--- config.mk ---
export PLATFORM = sky130hd
export DESIGN_NAME = ppm_frame_decoder_top
export DESIGN_NICKNAME = d
export VERILOG_FILES = /design/src/hdl/pfd_pkg.sv /design/src/hdl/pfd_store.sv /design/src/hdl/pfd_ctrl.sv /design/src/hdl/pfd_out.sv /design/src/hdl/ppm_frame_decoder_top.sv
export SDC_FILE = /design/constraint.sdc
export NUM_CORES = 1
export LEC_CHECK = 0
export ABC_AREA = 1
export ABC_CLOCK_PERIOD_IN_PS = 4000
export BUFFER_PORTS_ARGS = -buffer_cell sky130_fd_sc_hd__buf_2
export CORE_MARGIN = 4
export CORE_UTILIZATION = 45
export CTS_BUF_LIST = sky130_fd_sc_hd__clkbuf_8
export CTS_CLUSTER_SIZE = 10
export DETAILED_ROUTE_END_ITERATION = 8
export PLACE_DENSITY = 0.63
export SYNTH_ARGS = -nofsm -noshare
export SYNTH_HDL_FRONTEND = slang
export SYNTH_SLANG_ARGS = --single-unit
--- constraint.sdc ---
create_clock -name clk -period 4 [get_ports clk]
set_input_delay 0.6 -clock clk [delete_from_list [all_inputs] [get_ports clk]]
set_output_delay 0.6 -clock clk [all_outputs]
set_load 0.02 [all_outputs]
--- src/hdl/pfd_pkg.sv ---
// ----------------------------------------------------------------------------
// PPM frame decoder package
// Register map, input kinds, configuration bundle and result control bits.
// ----------------------------------------------------------------------------
package pfd_pkg;

  typedef enum logic [1:0] {
    REG_MIN_PULSE    = 2'd0,
    REG_SYNC_GAP     = 2'd1,
    REG_MIN_CHANNELS = 2'd2,
    REG_TICK_SHIFT   = 2'd3
  } reg_idx_t;

  typedef enum logic {
    FUNC_EDGE = 1'b0,
    FUNC_READ = 1'b1
  } func_t;

  localparam logic [15:0] MIN_PULSE_RST    = 16'd500;
  localparam logic [15:0] SYNC_GAP_RST     = 16'd2500;
  localparam logic [4:0]  MIN_CHANNELS_RST = 5'd4;
  localparam logic [2:0]  TICK_SHIFT_RST   = 3'd0;

  typedef struct packed {
    logic [15:0] min_pulse;
    logic [15:0] sync_gap;
    logic [4:0]  min_channels;
    logic [2:0]  tick_shift;
  } cfg_t;

  typedef struct packed {
    logic frame_ready;
    logic read_valid;
  } res_ctl_t;

endpackage

--- src/hdl/pfd_store.sv ---
// ----------------------------------------------------------------------------
// PPM frame decoder pulse store
// One write port and one registered read port over the channel slots.
// ----------------------------------------------------------------------------
module pfd_store #(
  parameter int DEPTH = 16,
  parameter int AW    = 4
) (
  input  logic          clk,
  input  logic          wr_en,
  input  logic [AW-1:0] wr_addr,
  input  logic [15:0]   wr_data,
  input  logic          rd_en,
  input  logic [AW-1:0] rd_addr,
  output logic [15:0]   rd_data
);

  logic [15:0] mem [DEPTH];
  logic [15:0] rd_data_r;

  always_ff @(posedge clk) begin
    if (wr_en) begin
      mem[wr_addr] <= wr_data;
    end
  end

  // Read data holds between reads so a stalled item keeps its value.
  always_ff @(posedge clk) begin
    if (rd_en) begin
      rd_data_r <= mem[rd_addr];
    end
  end

  assign rd_data = rd_data_r;

endmodule

--- src/hdl/pfd_ctrl.sv ---
// ----------------------------------------------------------------------------
// PPM frame decoder edge control
// Classifies each edge interval, tracks the frame and drives the store ports.
// ----------------------------------------------------------------------------
module pfd_ctrl #(
  parameter int MAX_CHANNELS = 16,
  parameter int TIME_WIDTH   = 16,
  parameter int CNT_W        = 5,
  parameter int AW           = 4
) (
  input  logic                   clk,
  input  logic                   rst_n,
  input  pfd_pkg::cfg_t          cfg,
  input  logic                   accept,
  input  logic                   func,
  input  logic [TIME_WIDTH-1:0]  edge_time,
  input  logic [3:0]             read_channel,
  output logic                   wr_en,
  output logic [AW-1:0]          wr_addr,
  output logic [15:0]            wr_data,
  output logic [AW-1:0]          rd_addr,
  output pfd_pkg::res_ctl_t      res_ctl,
  output logic [CNT_W-1:0]       count_nxt
);

  localparam int CW = (TIME_WIDTH > 16) ? TIME_WIDTH : 16;
  localparam int KW = (CNT_W > 5) ? CNT_W : 5;

  logic [TIME_WIDTH-1:0] last_edge_time_r, last_edge_time_nxt;
  logic [CNT_W-1:0]      channel_index_r, channel_index_nxt;
  logic                  frame_bad_r, frame_bad_nxt;
  logic [CNT_W-1:0]      latched_count_r, latched_count_nxt;

  logic [TIME_WIDTH-1:0] interval;
  logic [CW-1:0]         interval_x;
  logic [CW-1:0]         shifted;
  logic                  is_short;
  logic                  is_sync;
  logic                  enough;
  logic                  full;

  assign interval   = edge_time - last_edge_time_r;
  assign interval_x = CW'(interval);
  assign shifted    = interval_x >> cfg.tick_shift;
  assign is_short   = interval_x < CW'(cfg.min_pulse);
  assign is_sync    = interval_x > CW'(cfg.sync_gap);
  assign enough     = KW'(channel_index_r) >= KW'(cfg.min_channels);
  assign full       = channel_index_r == CNT_W'(MAX_CHANNELS);

  assign wr_addr = AW'(channel_index_r);
  assign wr_data = shifted[15:0];
  assign rd_addr = AW'(read_channel);

  always_comb begin
    last_edge_time_nxt  = last_edge_time_r;
    channel_index_nxt   = channel_index_r;
    frame_bad_nxt       = frame_bad_r;
    latched_count_nxt   = latched_count_r;
    wr_en               = 1'b0;
    res_ctl.frame_ready = 1'b0;
    res_ctl.read_valid  = 1'b0;

    if (func == pfd_pkg::FUNC_EDGE) begin
      if (is_short) begin
        frame_bad_nxt = 1'b1;
      end else if (is_sync) begin
        if (enough) begin
          latched_count_nxt   = channel_index_r;
          res_ctl.frame_ready = 1'b1;
        end
        channel_index_nxt = '0;
        frame_bad_nxt     = 1'b0;
      end else if (!frame_bad_r) begin
        if (!full) begin
          wr_en             = accept;
          channel_index_nxt = channel_index_r + CNT_W'(1);
        end else begin
          frame_bad_nxt = 1'b1;
        end
      end
      last_edge_time_nxt = edge_time;
    end else begin
      // The latched count never exceeds the store depth, so this bounds the slot.
      res_ctl.read_valid = KW'(read_channel) < KW'(latched_count_r);
    end
  end

  assign count_nxt = latched_count_nxt;

  always_ff @(posedge clk) begin
    if (!rst_n) begin
      last_edge_time_r <= '0;
      channel_index_r  <= '0;
      frame_bad_r      <= 1'b1;
      latched_count_r  <= '0;
    end else if (accept) begin
      last_edge_time_r <= last_edge_time_nxt;
      channel_index_r  <= channel_index_nxt;
      frame_bad_r      <= frame_bad_nxt;
      latched_count_r  <= latched_count_nxt;
    end
  end

endmodule

--- src/hdl/pfd_out.sv ---
// ----------------------------------------------------------------------------
// PPM frame decoder result pipeline
// Lines up control bits with the store read and holds the output register.
// ----------------------------------------------------------------------------
module pfd_out #(
  parameter int CNT_W = 5,
  parameter int OUT_W = 24
) (
  input  logic              clk,
  input  logic              rst_n,
  input  logic              accept,
  input  pfd_pkg::res_ctl_t res_ctl,
  input  logic [CNT_W-1:0]  count,
  input  logic [15:0]       rd_data,
  input  logic              out_tready,
  output logic              in_tready,
  output logic              out_tvalid,
  output logic [OUT_W-1:0]  out_tdata
);

  logic              s1_valid_r, s1_valid_nxt;
  pfd_pkg::res_ctl_t s1_ctl_r;
  logic [CNT_W-1:0]  s1_count_r;
  logic              out_valid_r, out_valid_nxt;
  logic [OUT_W-1:0]  out_data_r, out_data_nxt;
  logic              advance;

  assign advance   = s1_valid_r && (!out_valid_r || out_tready);
  assign in_tready = !s1_valid_r || advance;

  always_comb begin
    s1_valid_nxt = s1_valid_r;
    if (accept) begin
      s1_valid_nxt = 1'b1;
    end else if (advance) begin
      s1_valid_nxt = 1'b0;
    end

    out_valid_nxt = out_valid_r;
    if (advance) begin
      out_valid_nxt = 1'b1;
    end else if (out_tready) begin
      out_valid_nxt = 1'b0;
    end

    out_data_nxt                        = '0;
    out_data_nxt[0]                     = s1_ctl_r.frame_ready;
    out_data_nxt[CNT_W:1]               = s1_count_r;
    out_data_nxt[CNT_W+16:CNT_W+1]      = s1_ctl_r.read_valid ? rd_data : 16'd0;
    out_data_nxt[CNT_W+17]              = s1_ctl_r.read_valid;
  end

  always_ff @(posedge clk) begin
    if (!rst_n) begin
      s1_valid_r  <= 1'b0;
      out_valid_r <= 1'b0;
    end else begin
      s1_valid_r  <= s1_valid_nxt;
      out_valid_r <= out_valid_nxt;
    end
  end

  always_ff @(posedge clk) begin
    if (accept) begin
      s1_ctl_r   <= res_ctl;
      s1_count_r <= count;
    end
    if (advance) begin
      out_data_r <= out_data_nxt;
    end
  end

  assign out_tvalid = out_valid_r;
  assign out_tdata  = out_data_r;

endmodule

--- src/hdl/ppm_frame_decoder_top.sv ---
// ----------------------------------------------------------------------------
// PPM frame decoder top level
// A result passes the stage-one and output registers; out_tready can hold it.
// Throughput: one item per cycle unless out_tready stalls, set by the registered
// edge update and the one read port of the pulse store. Reset is synchronous,
// active low; it clears the frame state and the pipeline, not the pulse store.
// ----------------------------------------------------------------------------
module ppm_frame_decoder_top #(
  parameter int MAX_CHANNELS = 16,
  parameter int TIME_WIDTH   = 16,
  localparam int CNT_W = $clog2(MAX_CHANNELS + 1),
  localparam int IN_W  = ((TIME_WIDTH + 4 + 7) / 8) * 8,
  localparam int OUT_W = ((CNT_W + 18 + 7) / 8) * 8
) (
  input  logic                clk,
  input  logic                rst_n,
  input  logic                in_tvalid,
  output logic                in_tready,
  input  logic [IN_W-1:0]     in_tdata,   // edge_time, read_channel
  input  logic                in_tuser,   // func
  output logic                out_tvalid,
  input  logic                out_tready,
  output logic [OUT_W-1:0]    out_tdata,  // frame_ready, channel_count, read_value, read_valid
  input  logic                cfg_psel,
  input  logic                cfg_penable,
  input  logic                cfg_pwrite,
  input  logic [3:0]          cfg_paddr,
  input  logic [31:0]         cfg_pwdata,
  output logic [31:0]         cfg_prdata,
  output logic                cfg_pready
);

  localparam int AW    = (MAX_CHANNELS > 1) ? $clog2(MAX_CHANNELS) : 1;

  pfd_pkg::cfg_t     cfg_r;
  pfd_pkg::reg_idx_t reg_idx;
  logic              cfg_wr;
  logic              accept;
  logic              wr_en;
  logic [AW-1:0]     wr_addr;
  logic [15:0]       wr_data;
  logic [AW-1:0]     rd_addr;
  logic [15:0]       rd_data;
  pfd_pkg::res_ctl_t res_ctl;
  logic [CNT_W-1:0]  count_nxt;

  assign cfg_pready = 1'b1;
  assign cfg_wr     = cfg_psel && cfg_penable && cfg_pwrite && cfg_pready;
  assign reg_idx    = pfd_pkg::reg_idx_t'(cfg_paddr[3:2]);

  always_ff @(posedge clk) begin
    if (!rst_n) begin
      cfg_r.min_pulse    <= pfd_pkg::MIN_PULSE_RST;
      cfg_r.sync_gap     <= pfd_pkg::SYNC_GAP_RST;
      cfg_r.min_channels <= pfd_pkg::MIN_CHANNELS_RST;
      cfg_r.tick_shift   <= pfd_pkg::TICK_SHIFT_RST;
    end else if (cfg_wr) begin
      case (reg_idx)
        pfd_pkg::REG_MIN_PULSE:    cfg_r.min_pulse    <= cfg_pwdata[15:0];
        pfd_pkg::REG_SYNC_GAP:     cfg_r.sync_gap     <= cfg_pwdata[15:0];
        pfd_pkg::REG_MIN_CHANNELS: cfg_r.min_channels <= cfg_pwdata[4:0];
        pfd_pkg::REG_TICK_SHIFT:   cfg_r.tick_shift   <= cfg_pwdata[2:0];
        default: ;
      endcase
    end
  end

  always_comb begin
    case (reg_idx)
      pfd_pkg::REG_MIN_PULSE:    cfg_prdata = 32'(cfg_r.min_pulse);
      pfd_pkg::REG_SYNC_GAP:     cfg_prdata = 32'(cfg_r.sync_gap);
      pfd_pkg::REG_MIN_CHANNELS: cfg_prdata = 32'(cfg_r.min_channels);
      pfd_pkg::REG_TICK_SHIFT:   cfg_prdata = 32'(cfg_r.tick_shift);
      default:                   cfg_prdata = 32'd0;
    endcase
  end

  assign accept = in_tvalid && in_tready;

  pfd_ctrl #(
    .MAX_CHANNELS (MAX_CHANNELS),
    .TIME_WIDTH   (TIME_WIDTH),
    .CNT_W        (CNT_W),
    .AW           (AW)
  ) u_ctrl (
    .clk          (clk),
    .rst_n        (rst_n),
    .cfg          (cfg_r),
    .accept       (accept),
    .func         (in_tuser),
    .edge_time    (in_tdata[TIME_WIDTH-1:0]),
    .read_channel (in_tdata[TIME_WIDTH+3:TIME_WIDTH]),
    .wr_en        (wr_en),
    .wr_addr      (wr_addr),
    .wr_data      (wr_data),
    .rd_addr      (rd_addr),
    .res_ctl      (res_ctl),
    .count_nxt    (count_nxt)
  );

  pfd_store #(
    .DEPTH (MAX_CHANNELS),
    .AW    (AW)
  ) u_store (
    .clk     (clk),
    .wr_en   (wr_en),
    .wr_addr (wr_addr),
    .wr_data (wr_data),
    .rd_en   (accept),
    .rd_addr (rd_addr),
    .rd_data (rd_data)
  );

  pfd_out #(
    .CNT_W (CNT_W),
    .OUT_W (OUT_W)
  ) u_out (
    .clk        (clk),
    .rst_n      (rst_n),
    .accept     (accept),
    .res_ctl    (res_ctl),
    .count      (count_nxt),
    .rd_data    (rd_data),
    .out_tready (out_tready),
    .in_tready  (in_tready),
    .out_tvalid (out_tvalid),
    .out_tdata  (out_tdata)
  );

endmodule

==> metrics.cfg <==
[outcome]
outcome=finished clean

[global_routing]
grt_util_met1=0.253
largest_net_degree_at_the_start_of_global_routing=103
globalRouteOverflowTotal=0
grt_pass1_vias=11600
grt_first_pass_wirelength_um=62500
use_met3=0.0395
global_route.peak_usage_layer=met2
grt.total_usage=0.192
groute.layer.met2.usage=0.316
antenna_found_initial=0

[cells_and_area]
layout-drive-gt1-share=0.163
num_antenna_cells=0
fillers=3268
post_layout_cell_count=2202
layout.nets=1816
area_growth_pct=14.8

[timing]
fin_skew_ns=0.0543
maxSlewHeadroom=0.138
grt_setup_unrepaired=yes
fin_worst_hold_slack_ns=0.215
layout_worst_path_cycle_share=0.927
top_achievable_clock_speed_ghz=0.270
finalCriticalPeriod_ns=3.71
setup_viol_count_final=0
finalMaxSlewViolations=0
worst_slew_pin_slew_ns=1.29
setup_total_negative_slack_ns=0
final-hold-violation-count=0

[logic_synthesis]
netlist_instances=1536
flop_and_latch_count_out_of_synthesis=371
synth_edf_count=302
synth.yosys.seq_area_share=0.619
asyncSetResetFlopFracSynth=0
mappedNetlistArea_um2=16900
post_synth_num_cell_types=46
ys_flop_type=edfxtp_1
post_synth.cell_area_avg_um2=11.0
yosysWarningCount=0

[die]
core-area_um2=36800
floorplan.die_area_um2=40700
die_height_um=202
initial_core_util=0.459
core.rowCount=70
number_of_primary_i_o_pins=127
floorplan.die.width_um=202

[worst_setup_path]
critical_path_peak_fanout=16
critical-path-max-stage-delay_ns=0.39
path_class=flip-flop to flip-flop
critPathMostFrequentCell=nand2_1
critical-path-slowest-cell=fa_1
path_cells=ha_1 > fa_1 > nand3b_1 > nand2_1 > nand2_1 > nand2_2 > nand3_1 > nand2_1 > nand2_1 > and2_1 > ha_1 > nand2_1 > inv_1 > nand3_1 > nor3_1 > nand2_1 > nand2_1 > nand2_2 > nor2_4 > nand2_1 > nor2_1 > buf_12
worst-endpoint-arrival_ns=4.06
worst_setup_path_start_kind=flip-flop
worst-endpoint-required_ns=4.36
critPathCaptureType=flip-flop
setup.reg_to_reg.worst_slack_ns=0.29

[routing]
via_count=11800
post_drt_via_cell_ratio=5.38
drt-pass1-iter-count=5
drt-total-wl_um=39300
dr_iter_0_viols=794
detail_route.drc_violations=0
postRouteAntennaNets=0
avgRoutedWirePerCell_um=17.8

[pwr]
seq_power_share=0.515
power.share.clock=0.343
combinational_cell_fraction_of_total_power=0.142
switchingPower_mw=2.33
vdd_drop_max_mv=0.252
power.leakage_nw=7.58
net_switching_share_of_the_total_power=0.270
cellInternalPower_mw=6.30
power_density_nw_per_um2=445

[clock_network]
post-cts-setup-buffers=0
hold_buffers=0
ctsHtreeMaxLevel=2
clk_latency_ns=0.66
cts_tree=built
cts_max_path_buffers=3
cts_inserted_buffers=59
clk_pin_slew_ns=0.06
root_buffer=clkbuf_8
clkSinkCount=371

[placement]
dp_cells=2096
gpl.final_weighted_congestion=0.879
dp_hpwl_um=25000
port-buffer-count=86

[worst_hold_path]
min_path_type=primary input to flip-flop

[flow_run]
max-cap-violations=0

Yosys cell counts, types with 2 or more instances:
cell	count	area, um2
edfxtp_1	302	9070
nand2_1	196	736
nor2_1	150	563
inv_1	129	484
o21ai_0	128	641
nand3_1	97	485
a21oi_1	83	415
dfxtp_1	69	1380
ha_1	58	726
o221ai_1	51	447
mux2i_1	49	490
clkbuf_1	41	154
buf_2	27	135
o211ai_1	26	195
buf_4	21	158
o22ai_1	15	93.8
o32ai_1	11	96.3
nor3_1	9	45.0
and2_1	8	50.1
nand2_2	8	50.1
nand4_1	8	50.1
xor2_1	7	61.3
clkinv_1	4	15.0
nand3b_1	4	30.0
inv_2	3	11.3
nand3_2	3	30.0
nor2_4	3	33.8
o21ai_1	3	15.0
a21oi_2	2	17.5
conb_1	2	7.51
nor2_2	2	12.5
o21ai_2	2	17.5
xor2_2	2	32.5
kinds of logic (layout without fill, tap and decap cells):
kind of cell               count (synthesis)  after routing  synth area share
and+or+nand+nor                          492            492             0.126
xor gates and xnor gates                  10             10           0.00608
buffers and inverters                    227            409            0.0574
adders and majority gates                 59             59            0.0442
muxes                                     49             49            0.0291
AOI/OAI and AO/OA                        326            326             0.118
DFF                                      371            371             0.619
other                                      2             18          0.000445
metrics by stage:
step	utilization	instance area [um2]	power, mW	setup slack [ns]
after floorplan	-	16900	5.29	-0.237
after global placement	0.497	18300	5.72	-0.130
after detailed placement	0.497	18300	5.75	-0.219
after CTS	0.526	19400	8.71	0.243
after global routing	0.527	19400	9.06	-0.0370
final	0.527	19400	8.63	0.291
power groups by stage:
stage	registers [mW]	clock network, mW	logic [mW]
4_1_cts	4.44	3.03	1.23
3_5_place_dp	4.53	0	1.22
3_3_place_gp	4.52	0	1.19
2_1_floorplan	4.52	0	0.768
6_report	4.44	2.96	1.22
5_1_grt	4.45	3.23	1.38
final timing paths:
path / cells after the start / from / endpoint
hold reg to reg: 0 / u_out.out_data_nxt[0] / u_out.out_tdata[0]
hold / removal: 3 / cfg_pwdata[6] / cfg_r[30]
setup reg to reg: 22 / u_ctrl.last_edge_time_r[0] / u_store.mem[8][10]
setup / recovery: 22 / u_ctrl.last_edge_time_r[0] / u_store.mem[8][10]
flip-flops by register name (all words and copies together), names as in the netlist, 5 cells and up:
| signal | count |
|---|---|
| cfg_r | 40 |
| u_ctrl.channel_index_r | 5 |
| u_ctrl.last_edge_time_r | 16 |
| u_ctrl.latched_count_r | 5 |
| u_out.out_tdata | 23 |
| u_out.s1_count_r | 5 |
| u_store.mem | 256 |
| u_store.rd_data | 16 |
timing repair:
action / in CTS / in global routing
hold endpoints to repair: 0 / 0
setup endpoints to repair: 0 / 93
resized for setup: 0 / 7
cell usage in the layout (no fill, tap or decap), types with 13 or more instances in the layout:
| master | synthesis | final |
|---|---|---|
| a21oi_1 | 83 | 81 |
| buf_12 | 0 | 13 |
| buf_2 | 27 | 84 |
| buf_4 | 21 | 69 |
| clkbuf_8 | 0 | 61 |
| clkinv_1 | 4 | 22 |
| conb_1 | 2 | 18 |
| dfxtp_1 | 69 | 69 |
| edfxtp_1 | 302 | 302 |
| ha_1 | 58 | 58 |
| inv_1 | 129 | 144 |
| mux2i_1 | 49 | 49 |
| nand2_1 | 196 | 196 |
| nand3_1 | 97 | 97 |
| nor2_1 | 150 | 140 |
| o211ai_1 | 26 | 26 |
| o21ai_0 | 128 | 126 |
| o221ai_1 | 51 | 51 |
| o22ai_1 | 15 | 15 |
worst max-delay path: cells and delay by family, from the launching register on:
| family | cells | cell delay (ns) |
|---|---|---|
| adder cells (fa/ha/maj) | 3 | 0.88 |
| buffers and inverters | 2 | 0.27 |
| AND/OR/NAND/NOR | 17 | 1.99 |
| flip-flops | 1 | 0.31 |
routing by layer:
metal	routed length (um)	share of wire
met1	17100	0.43
met3	2310	0.059
met5	0	0
met4	1180	0.030
met2	18700	0.48
cell type report:
class,instances,area [um2],share of cell area
Clock inverter,45,224,0.0116
Clock buffer,61,840,0.0433
Sequential cell,371,10500,0.539
Inverter,136,512,0.0264
Multi-Input combinational cell,954,5550,0.287
Timing Repair Buffer,167,1210,0.0625
Tap cell,468,586,0.0302
No activity file was read; power rests on OpenSTA's default activity.
